### config.mk
export PLATFORM = sky130hd
export DESIGN_NAME = duplicate_message_filter_top
export DESIGN_NICKNAME = d
export VERILOG_FILES = /design/src/hw/rtl/dmf_pkg.sv /design/src/hw/rtl/dmf_cell.sv /design/src/hw/rtl/dmf_ctrl.sv /design/src/hw/rtl/duplicate_message_filter_top.sv
export SDC_FILE = /design/constraint.sdc
export NUM_CORES = 1
export LEC_CHECK = 0
export BUFFER_PORTS_ARGS = -buffer_cell sky130_fd_sc_hd__buf_4
export CAP_MARGIN = 15
export CELL_PAD_IN_SITES_DETAIL_PLACEMENT = 1
export CELL_PAD_IN_SITES_GLOBAL_PLACEMENT = 1
export CORE_UTILIZATION = 45
export DETAILED_ROUTE_END_ITERATION = 10
export PLACE_DENSITY = 0.76
export SLEW_MARGIN = 10
export SYNTH_ARGS = -nofsm -noshare
export SYNTH_HDL_FRONTEND = slang
export SYNTH_SLANG_ARGS = --single-unit
### constraint.sdc
create_clock -name clock -period 36.1 [get_ports clock]
set_input_delay 7.22 -clock clock [delete_from_list [all_inputs] [get_ports clock]]
set_output_delay 7.22 -clock clock [all_outputs]
set_load 0.03 [all_outputs]
### src/hw/rtl/dmf_pkg.sv
// ----------------------------------------------------------------------------
// dmf_pkg - shared types and constants of the duplicate message filter
// Identity record, opcodes, controller states and the chain control group.
// ----------------------------------------------------------------------------
package dmf_pkg;

   localparam int HISTORY_DEPTH_DEFAULT = 16;
   localparam int TYPE_W                = 4;
   localparam int SEQ_W                 = 32;
   localparam int MASK_W                = 16;

   localparam logic [MASK_W-1:0] MASK_RESET = 16'h000F;

   localparam logic OP_CHECK  = 1'b0;
   localparam logic OP_RECORD = 1'b1;

   typedef struct packed {
      logic [TYPE_W-1:0] kind;
      logic [SEQ_W-1:0]  seq;
   } ident_type;

   typedef enum logic [1:0] {
      ST_IDLE,
      ST_SCAN,
      ST_RESOLVE
   } state_type;

   typedef struct packed {
      logic launch;   // lookup token enters the first cell
      logic shift;    // history row moves one cell, new identity in cell 0
   } chain_ctl_type;

endpackage

### src/hw/rtl/dmf_cell.sv
// ----------------------------------------------------------------------------
// dmf_cell - one history cell of the duplicate message filter
// Holds one identity and passes a lookup token on with its hit flag.
// ----------------------------------------------------------------------------
module dmf_cell (
   input  logic               clock,
   input  logic               reset,
   input  logic               shift,
   input  logic               filled,
   input  dmf_pkg::ident_type prev_entry,
   output dmf_pkg::ident_type next_entry,
   input  logic               prev_tok_valid,
   input  dmf_pkg::ident_type prev_tok_id,
   input  logic               prev_tok_hit,
   output logic               next_tok_valid,
   output dmf_pkg::ident_type next_tok_id,
   output logic               next_tok_hit
);
   import dmf_pkg::*;

   ident_type entry_ff;
   ident_type entry_in;
   logic      tok_valid_ff;
   ident_type tok_id_ff;
   logic      tok_hit_ff;
   logic      tok_hit_in;

   always_comb begin
      entry_in   = shift ? prev_entry : entry_ff;
      // unfilled cells never match
      tok_hit_in = prev_tok_hit | (filled && (entry_ff == prev_tok_id));
   end

   always_ff @(posedge clock) begin
      if (reset) begin
         tok_valid_ff <= 1'b0;
      end else begin
         tok_valid_ff <= prev_tok_valid;
      end
   end

   always_ff @(posedge clock) begin
      entry_ff   <= entry_in;
      tok_id_ff  <= prev_tok_id;
      tok_hit_ff <= tok_hit_in;
   end

   assign next_entry     = entry_ff;
   assign next_tok_valid = tok_valid_ff;
   assign next_tok_id    = tok_id_ff;
   assign next_tok_hit   = tok_hit_ff;

endmodule

### src/hw/rtl/dmf_ctrl.sv
// ----------------------------------------------------------------------------
// dmf_ctrl - sequencer of the duplicate message filter
// Takes requests, launches lookups, keeps fill count, mask and result register.
// ----------------------------------------------------------------------------
module dmf_ctrl #(
   parameter int HISTORY_DEPTH = dmf_pkg::HISTORY_DEPTH_DEFAULT
) (
   input  logic                       clock,
   input  logic                       reset,
   input  logic                       req_valid,
   output logic                       req_stall,
   input  logic                       req_opcode,
   input  logic [dmf_pkg::TYPE_W-1:0] req_message_type,
   input  logic [dmf_pkg::SEQ_W-1:0]  req_sequence_number,
   input  logic                       csr_valid,
   output logic                       csr_ready,
   input  logic [dmf_pkg::MASK_W-1:0] csr_data,
   output logic                       rsp_valid,
   input  logic                       rsp_stall,
   output logic                       rsp_is_duplicate,
   output logic                       rsp_was_recorded,
   input  logic                       tail_valid,
   input  logic                       tail_hit,
   output dmf_pkg::chain_ctl_type     ctl,
   output dmf_pkg::ident_type         query,
   output logic [HISTORY_DEPTH-1:0]   filled
);
   import dmf_pkg::*;

   localparam int CNT_W = $clog2(HISTORY_DEPTH + 1);
   localparam logic [CNT_W-1:0] CNT_FULL = CNT_W'(HISTORY_DEPTH);

   state_type         state_ff, state_in;
   ident_type         query_ff;
   logic              opcode_ff;
   logic              hit_ff, hit_in;
   logic [CNT_W-1:0]  count_ff, count_in;
   logic [MASK_W-1:0] mask_ff;
   logic              rsp_valid_ff, rsp_valid_in;
   logic              rsp_dup_ff, rsp_dup_in;
   logic              rsp_rec_ff, rsp_rec_in;
   logic              accept;
   logic              out_free;
   logic              record;

   assign csr_ready = 1'b1;
   assign accept    = req_valid && !req_stall;
   assign out_free  = !rsp_valid_ff || !rsp_stall;
   assign record    = (opcode_ff == OP_RECORD) && !hit_ff && mask_ff[query_ff.kind];

   always_comb begin
      state_in     = state_ff;
      hit_in       = hit_ff;
      count_in     = count_ff;
      rsp_valid_in = rsp_valid_ff && rsp_stall;
      rsp_dup_in   = rsp_dup_ff;
      rsp_rec_in   = rsp_rec_ff;
      req_stall    = 1'b1;
      ctl.launch   = 1'b0;
      ctl.shift    = 1'b0;
      unique case (state_ff)
         ST_IDLE: begin
            req_stall  = 1'b0;
            ctl.launch = req_valid;
            if (req_valid) begin
               state_in = ST_SCAN;
            end
         end
         ST_SCAN: begin
            if (tail_valid) begin
               hit_in   = tail_hit;
               state_in = ST_RESOLVE;
            end
         end
         ST_RESOLVE: begin
            if (out_free) begin
               rsp_valid_in = 1'b1;
               rsp_dup_in   = hit_ff;
               rsp_rec_in   = record;
               ctl.shift    = record;
               if (record && (count_ff != CNT_FULL)) begin
                  count_in = count_ff + CNT_W'(1);
               end
               state_in = ST_IDLE;
            end
         end
         default: begin
            state_in = ST_IDLE;
         end
      endcase
   end

   always_comb begin
      for (int i = 0; i < HISTORY_DEPTH; i++) begin
         filled[i] = (count_ff > CNT_W'(i));
      end
   end

   always_ff @(posedge clock) begin
      if (reset) begin
         state_ff     <= ST_IDLE;
         count_ff     <= '0;
         mask_ff      <= MASK_RESET;
         rsp_valid_ff <= 1'b0;
      end else begin
         state_ff     <= state_in;
         count_ff     <= count_in;
         rsp_valid_ff <= rsp_valid_in;
         if (csr_valid && csr_ready) begin
            mask_ff <= csr_data;
         end
      end
   end

   always_ff @(posedge clock) begin
      if (accept) begin
         query_ff.kind <= req_message_type;
         query_ff.seq  <= req_sequence_number;
         opcode_ff     <= req_opcode;
      end
      hit_ff     <= hit_in;
      rsp_dup_ff <= rsp_dup_in;
      rsp_rec_ff <= rsp_rec_in;
   end

   assign query            = query_ff;
   assign rsp_valid        = rsp_valid_ff;
   assign rsp_is_duplicate = rsp_dup_ff;
   assign rsp_was_recorded = rsp_rec_ff;

endmodule

### src/hw/rtl/duplicate_message_filter_top.sv
// ----------------------------------------------------------------------------
// duplicate_message_filter_top - duplicate message filter
// Row of history cells searched by a traveling lookup token.
// ----------------------------------------------------------------------------
// Each request carries a message type and sequence number; the block answers
// whether that pair is held in the last HISTORY_DEPTH recorded identities and,
// for a record request that misses and whose type bit is set in the mask,
// shifts the new pair into cell 0, dropping the oldest once the row is full.
// One request is in work at a time: it is taken while cell 0 compares, the
// lookup token walks the rest of the cell row, the hit is latched at the tail,
// and the resolve step loads the result register. A new request is taken once
// the result register is loaded, even while that result still waits on
// rsp_stall; a resolve waits until the result register is free. The mask is
// written over the csr port, always ready; the user writes it only while the
// block is idle, and the block itself does not enforce this.
// ----------------------------------------------------------------------------
module duplicate_message_filter_top #(
   parameter int HISTORY_DEPTH = dmf_pkg::HISTORY_DEPTH_DEFAULT
) (
   input  logic                       clock,
   input  logic                       reset,
   input  logic                       req_valid,
   output logic                       req_stall,
   input  logic                       req_opcode,
   input  logic [dmf_pkg::TYPE_W-1:0] req_message_type,
   input  logic [dmf_pkg::SEQ_W-1:0]  req_sequence_number,
   input  logic                       csr_valid,
   output logic                       csr_ready,
   input  logic [dmf_pkg::MASK_W-1:0] csr_data,
   output logic                       rsp_valid,
   input  logic                       rsp_stall,
   output logic                       rsp_is_duplicate,
   output logic                       rsp_was_recorded
);
   import dmf_pkg::*;

   chain_ctl_type            ctl;
   ident_type                query;
   logic [HISTORY_DEPTH-1:0] filled;

   // token links: index i feeds cell i, index HISTORY_DEPTH is the tail
   logic [HISTORY_DEPTH:0]   tok_valid;
   logic [HISTORY_DEPTH:0]   tok_hit;
   ident_type                tok_id     [HISTORY_DEPTH];
   ident_type                entry_link [HISTORY_DEPTH];

   dmf_ctrl #(
      .HISTORY_DEPTH(HISTORY_DEPTH)
   ) u_ctrl (
      .clock              (clock),
      .reset              (reset),
      .req_valid          (req_valid),
      .req_stall          (req_stall),
      .req_opcode         (req_opcode),
      .req_message_type   (req_message_type),
      .req_sequence_number(req_sequence_number),
      .csr_valid          (csr_valid),
      .csr_ready          (csr_ready),
      .csr_data           (csr_data),
      .rsp_valid          (rsp_valid),
      .rsp_stall          (rsp_stall),
      .rsp_is_duplicate   (rsp_is_duplicate),
      .rsp_was_recorded   (rsp_was_recorded),
      .tail_valid         (tok_valid[HISTORY_DEPTH]),
      .tail_hit           (tok_hit[HISTORY_DEPTH]),
      .ctl                (ctl),
      .query              (query),
      .filled             (filled)
   );

   // Token enters with the request fields straight off the port; the new
   // identity for a record comes from the latched query.
   assign tok_valid[0]   = ctl.launch;
   assign tok_hit[0]     = 1'b0;
   assign tok_id[0].kind = req_message_type;
   assign tok_id[0].seq  = req_sequence_number;
   assign entry_link[0]  = query;

   for (genvar i = 0; i < HISTORY_DEPTH; i++) begin : g_cell
      if (i < HISTORY_DEPTH - 1) begin : g_mid
         dmf_cell u_cell (
            .clock         (clock),
            .reset         (reset),
            .shift         (ctl.shift),
            .filled        (filled[i]),
            .prev_entry    (entry_link[i]),
            .next_entry    (entry_link[i+1]),
            .prev_tok_valid(tok_valid[i]),
            .prev_tok_id   (tok_id[i]),
            .prev_tok_hit  (tok_hit[i]),
            .next_tok_valid(tok_valid[i+1]),
            .next_tok_id   (tok_id[i+1]),
            .next_tok_hit  (tok_hit[i+1])
         );
      end else begin : g_tail
         // oldest entry drops off the end of the row
         dmf_cell u_cell (
            .clock         (clock),
            .reset         (reset),
            .shift         (ctl.shift),
            .filled        (filled[i]),
            .prev_entry    (entry_link[i]),
            .next_entry    (),
            .prev_tok_valid(tok_valid[i]),
            .prev_tok_id   (tok_id[i]),
            .prev_tok_hit  (tok_hit[i]),
            .next_tok_valid(tok_valid[i+1]),
            .next_tok_id   (),
            .next_tok_hit  (tok_hit[i+1])
         );
      end
   end

`ifndef SYNTHESIS
   // a recorded identity was never a duplicate
   a_rec_not_dup: assert property (@(posedge clock) disable iff (reset)
      rsp_valid |-> !(rsp_is_duplicate && rsp_was_recorded))
      else $error("recorded a duplicate identity");

   // at most one lookup token in the cell row
   a_one_token: assert property (@(posedge clock) disable iff (reset)
      $onehot0(tok_valid[HISTORY_DEPTH:1]))
      else $error("more than one lookup token in flight");

   // a lookup starts only on an empty row
   a_launch_empty: assert property (@(posedge clock) disable iff (reset)
      ctl.launch |-> (tok_valid[HISTORY_DEPTH:1] == '0))
      else $error("lookup launched while another is in flight");

   // the history never moves while a token walks it
   a_shift_quiet: assert property (@(posedge clock) disable iff (reset)
      ctl.shift |-> (tok_valid[HISTORY_DEPTH:1] == '0))
      else $error("history shifted during a lookup");
`endif

endmodule

==> results.ini <==
[run_status]
run_status=finished, final reports clean

[logic_synthesis]
synth-seq-area-share_pct=80.5
mappedNetlistNets=2208
post_synth_inst_count=2145
synth-warning-count=0
cell_variety_after_synth=46
synth.cell_area_um2=37800
ys_dominant_reg_cell=sky130_fd_sc_hd__edfxtp_1
synthesis.area_per_instance_um2=17.6
synth-seq-cells=1212
synth-edff-count=616
asyncSetResetFlopFracSynth_pct=0

[timing]
setup_tns_ps=0
finalSetupViolCount=0
slew_headroom_pct=17.1
finalCriticalPeriod_ps=10220
skew_ps=28.8
timing_hold_violations_final=0
rsz0062_at_grt=false
maxClockFrequency_mhz=97.9
drv_slew=0
worst-slew-pin-transition_ps=1240
finalWorstSetupSlack_ps=25880
min_period_over_period_pct=28.3

[clock_tree]
htreeDepth=3
insertion_delay_ps=680
post_cts_buffers=0
clockBufferDepth=3
clock_sinks=1212
clkTransAtPathRegs_ps=60
resized_after_cts=0
cts_tree=yes
cts.hold.buffers_added=0
cts-root-buf=sky130_fd_sc_hd__clkbuf_16
cts-buffers-inserted=111

[worst_setup_path]
start_kind=primary input
critical-path-top-cell-by-count=sky130_fd_sc_hd__buf_4
critPathMaxFanout=209
cpMaxStageDelayCell=sky130_fd_sc_hd__buf_4
ff2ff_setup_slack_ps=31450
critical_path_required_ps=36390
crit_arrival_ps=10510
r2r_cells=7
critical_path.reg2reg.startpoint=u_ctrl.query[32]$_DFFE_PP_
crit_path_max_incr_delay_ps=910
timing.critical_path.max_delay_family=buffers and inverters
cells_along_the_critical_path=buf_4, and2_1, or3_1, nor2_4, buf_4, buf_12, buf_4
path_buf_inv=4
worst_setup_path_end_kind=flip-flop
r2r_end=g_cell[4].g_mid.u_cell.next_entry[18]$_DFFE_PP_
critPathKind=primary input to flip-flop

[final_layout]
final-instance-count-excl-fill=3478
final_layout_size_suffix_gt1_share_pct=10.3
n_antenna_cell=0
fin_util_pct=52.4
finalNetCount=2375
area_grow_syn2layout_pct=14.6
layout.area.seq_um2=30400
fillerInstances=7470
multiInputGateArea_um2=7290

[floorplan]
floorplan.die_area_um2=85100
initial_utilization_pct=45.7
die_h_um=292
placeableCoreArea_um2=82600
design.portCount=63
num_rows=105
die_outline_width_um=292

[global_routing]
remaining_global_route_overflow=0
pin_count_of_the_biggest_net_entering_global_routing=210
antenna_found_initial=2
grt_first_pass_wirelength_um=118000
first_global_vias=19300
globalRouteTotalUtil_pct=18.8

[placement]
finalWeightedCongestion=0.896
pre_cts_slack_ps=24810
dp_cells=3268
buffer_ports.inserted=61
hpwl_after_detailed_placement_um=55300

[route]
iteration_0_drc_count_of_the_detailed_router=985
wire_per_inst_um=23.0
detailed_route_wl_um=79900
vias=17000
detail_route.drc_violations=0
drt-pass1-iter-count=5
drt.antenna.violating_nets=0
drt-vias-per-instance=4.89

[min_path]
min-delay-path-class=flip-flop to flip-flop
worstHoldStart=g_cell[2].g_mid.u_cell.next_tok_id[3]$_DFF_P_
whs_endpoint=g_cell[3].g_mid.u_cell.next_tok_id[3]$_DFF_P_
worstHoldPathCells=0

[run]
max_capacitance_violation_count=0

[pwr]
power.leakage_nw=14.8
power.sequential.fraction_pct=55.0
combPwrFrac_pct=2.1
switching_share_pct=20.5
power_density_nw_per_um2=62.9
power_switching_mw=0.558
internal_power_mw=2.16
p_total_mw=2.72
ir_drop_mv=0.0434
clock_network_power_share_pct=42.9

cells in the final DEF, fill, tap and decap left out, types with 15 or more instances in the layout:
| master | n |
|---|---|
| sky130_fd_sc_hd__buf_4 | 63 |
| sky130_fd_sc_hd__clkbuf_1 | 37 |
| sky130_fd_sc_hd__clkbuf_16 | 112 |
| sky130_fd_sc_hd__clkbuf_8 | 19 |
| sky130_fd_sc_hd__clkinv_2 | 15 |
| sky130_fd_sc_hd__dfxtp_1 | 596 |
| sky130_fd_sc_hd__edfxtp_1 | 616 |
| sky130_fd_sc_hd__mux2i_1 | 25 |
| sky130_fd_sc_hd__nand4_1 | 119 |
| sky130_fd_sc_hd__nor2_1 | 29 |
| sky130_fd_sc_hd__nor2b_1 | 18 |
| sky130_fd_sc_hd__nor4_1 | 52 |
| sky130_fd_sc_hd__xnor2_1 | 458 |
| sky130_fd_sc_hd__xor2_1 | 118 |
worst reg2reg max path, delay by kind of cell, from the launching register on:
kind / cells / cell delay [ps]
buf+inv: 3 / 2350
simple gates: 2 / 350
compound gates: 2 / 820
flops: 1 / 680
power groups by stage:
stage / Clock (mW) / Combinational (mW) / Sequential, mW
detailed placement: 0 / 0.0560 / 1.53
global placement: 0 / 0.0539 / 1.52
finish: 1.17 / 0.0561 / 1.50
floorplan: 0 / 0.0340 / 1.52
global route: 1.24 / 0.0592 / 1.50
CTS: 1.19 / 0.0573 / 1.50
worst max-delay path by stage:
| stage | from | end | slack [ps] | cells after the start |
|---|---|---|---|---|
| floorplan | rsp_stall | g_cell[0].g_mid.u_cell.next_entry[0]$_DFFE_PP_ | 2970 | 3 |
| global placement | rsp_stall | g_cell[2].g_mid.u_cell.next_entry[16]$_DFFE_PP_ | 24920 | 7 |
| detailed placement | rsp_stall | g_cell[0].g_mid.u_cell.next_entry[16]$_DFFE_PP_ | 24810 | 7 |
| CTS | rsp_stall | g_cell[1].g_mid.u_cell.next_entry[31]$_DFFE_PP_ | 25500 | 7 |
| global route | rsp_stall | g_cell[3].g_mid.u_cell.next_entry[6]$_DFFE_PP_ | 25700 | 7 |
| finish | rsp_stall | g_cell[4].g_mid.u_cell.next_entry[18]$_DFFE_PP_ | 25880 | 7 |
synthesized netlist by cell type, drive strengths merged, types with 2 or more instances:
cell / count / area share (%)
a22oi: 3 / 0.060
nor4: 52 / 0.86
edfxtp: 616 / 49
clkbuf: 6 / 0.060
and3: 4 / 0.070
buf: 6 / 0.10
dfxtp: 596 / 32
nor2b: 18 / 0.30
o21ai: 11 / 0.16
nand2b: 3 / 0.070
nand2: 10 / 0.099
a221oi: 2 / 0.079
nand4: 119 / 2.0
a31o: 5 / 0.12
mux2i: 25 / 0.66
nor2: 31 / 0.31
xor2: 118 / 2.7
a41o: 9 / 0.24
xnor2: 458 / 11
a31oi: 2 / 0.033
and2: 2 / 0.033
ha: 5 / 0.17
nor3: 9 / 0.12
mux2: 2 / 0.070
inv: 7 / 0.070
a21oi: 8 / 0.11
nor3b: 2 / 0.053
or3: 2 / 0.033
nand3: 5 / 0.066
metal layers:
layer	up-vias	part of all wire [%]	GRT usage, %	routed length (µm)
met5	-	0.029	0	23
met4	4	6.1	11.1	4910
met2	332	56	36.7	44600
met3	207	2.6	2.68	2060
li1	7998	-	-	-
met1	8482	35	18.7	28300
area by class of cell:
| cell class | count | share of cell area [%] |
|---|---|---|
| Clock buffer | 168 | 7.39 |
| Clock inverter | 41 | 1.15 |
| Inverter | 7 | 0.0607 |
| Multi-Input combinational cell | 914 | 16.8 |
| Sequential cell | 1212 | 70.2 |
| Tap cell | 1070 | 3.09 |
| Timing Repair Buffer | 66 | 1.23 |
sequential cells by signal (all words and copies together), names as in the netlist, 5 cells and up:
register / count
u_ctrl.count_ff: 5
g_cell.g_mid.u_cell.next_tok_id: 540
g_cell.g_tail.u_cell.next_entry: 36
u_ctrl.mask_ff: 16
g_cell.g_mid.u_cell.next_entry: 540
g_cell.g_mid.u_cell.next_tok_hit: 15
g_cell.g_mid.u_cell.next_tok_valid: 15
u_ctrl.query: 36
stage by stage:
stage                     hold WS [ps]  cell area [µm²]
after CTS                          363            43300
after floorplan                    349            37800
after global routing               365            43300
after global placement             356            39600
after detailed placement           356            39600
final                              358            43300
cells by family after synthesis:
logic type / count (synthesis) / synth area share, %
and+or+nand+nor: 258 / 4.00
other: 1 / 0.00992
adders and majority gates: 5 / 0.166
xor gates and xnor gates: 576 / 13.4
buffers and inverters: 19 / 0.232
muxes: 27 / 0.732
DFF: 1212 / 80.5
AOI/OAI and AO/OA: 47 / 0.990
(Power assumes the default switching activity.)
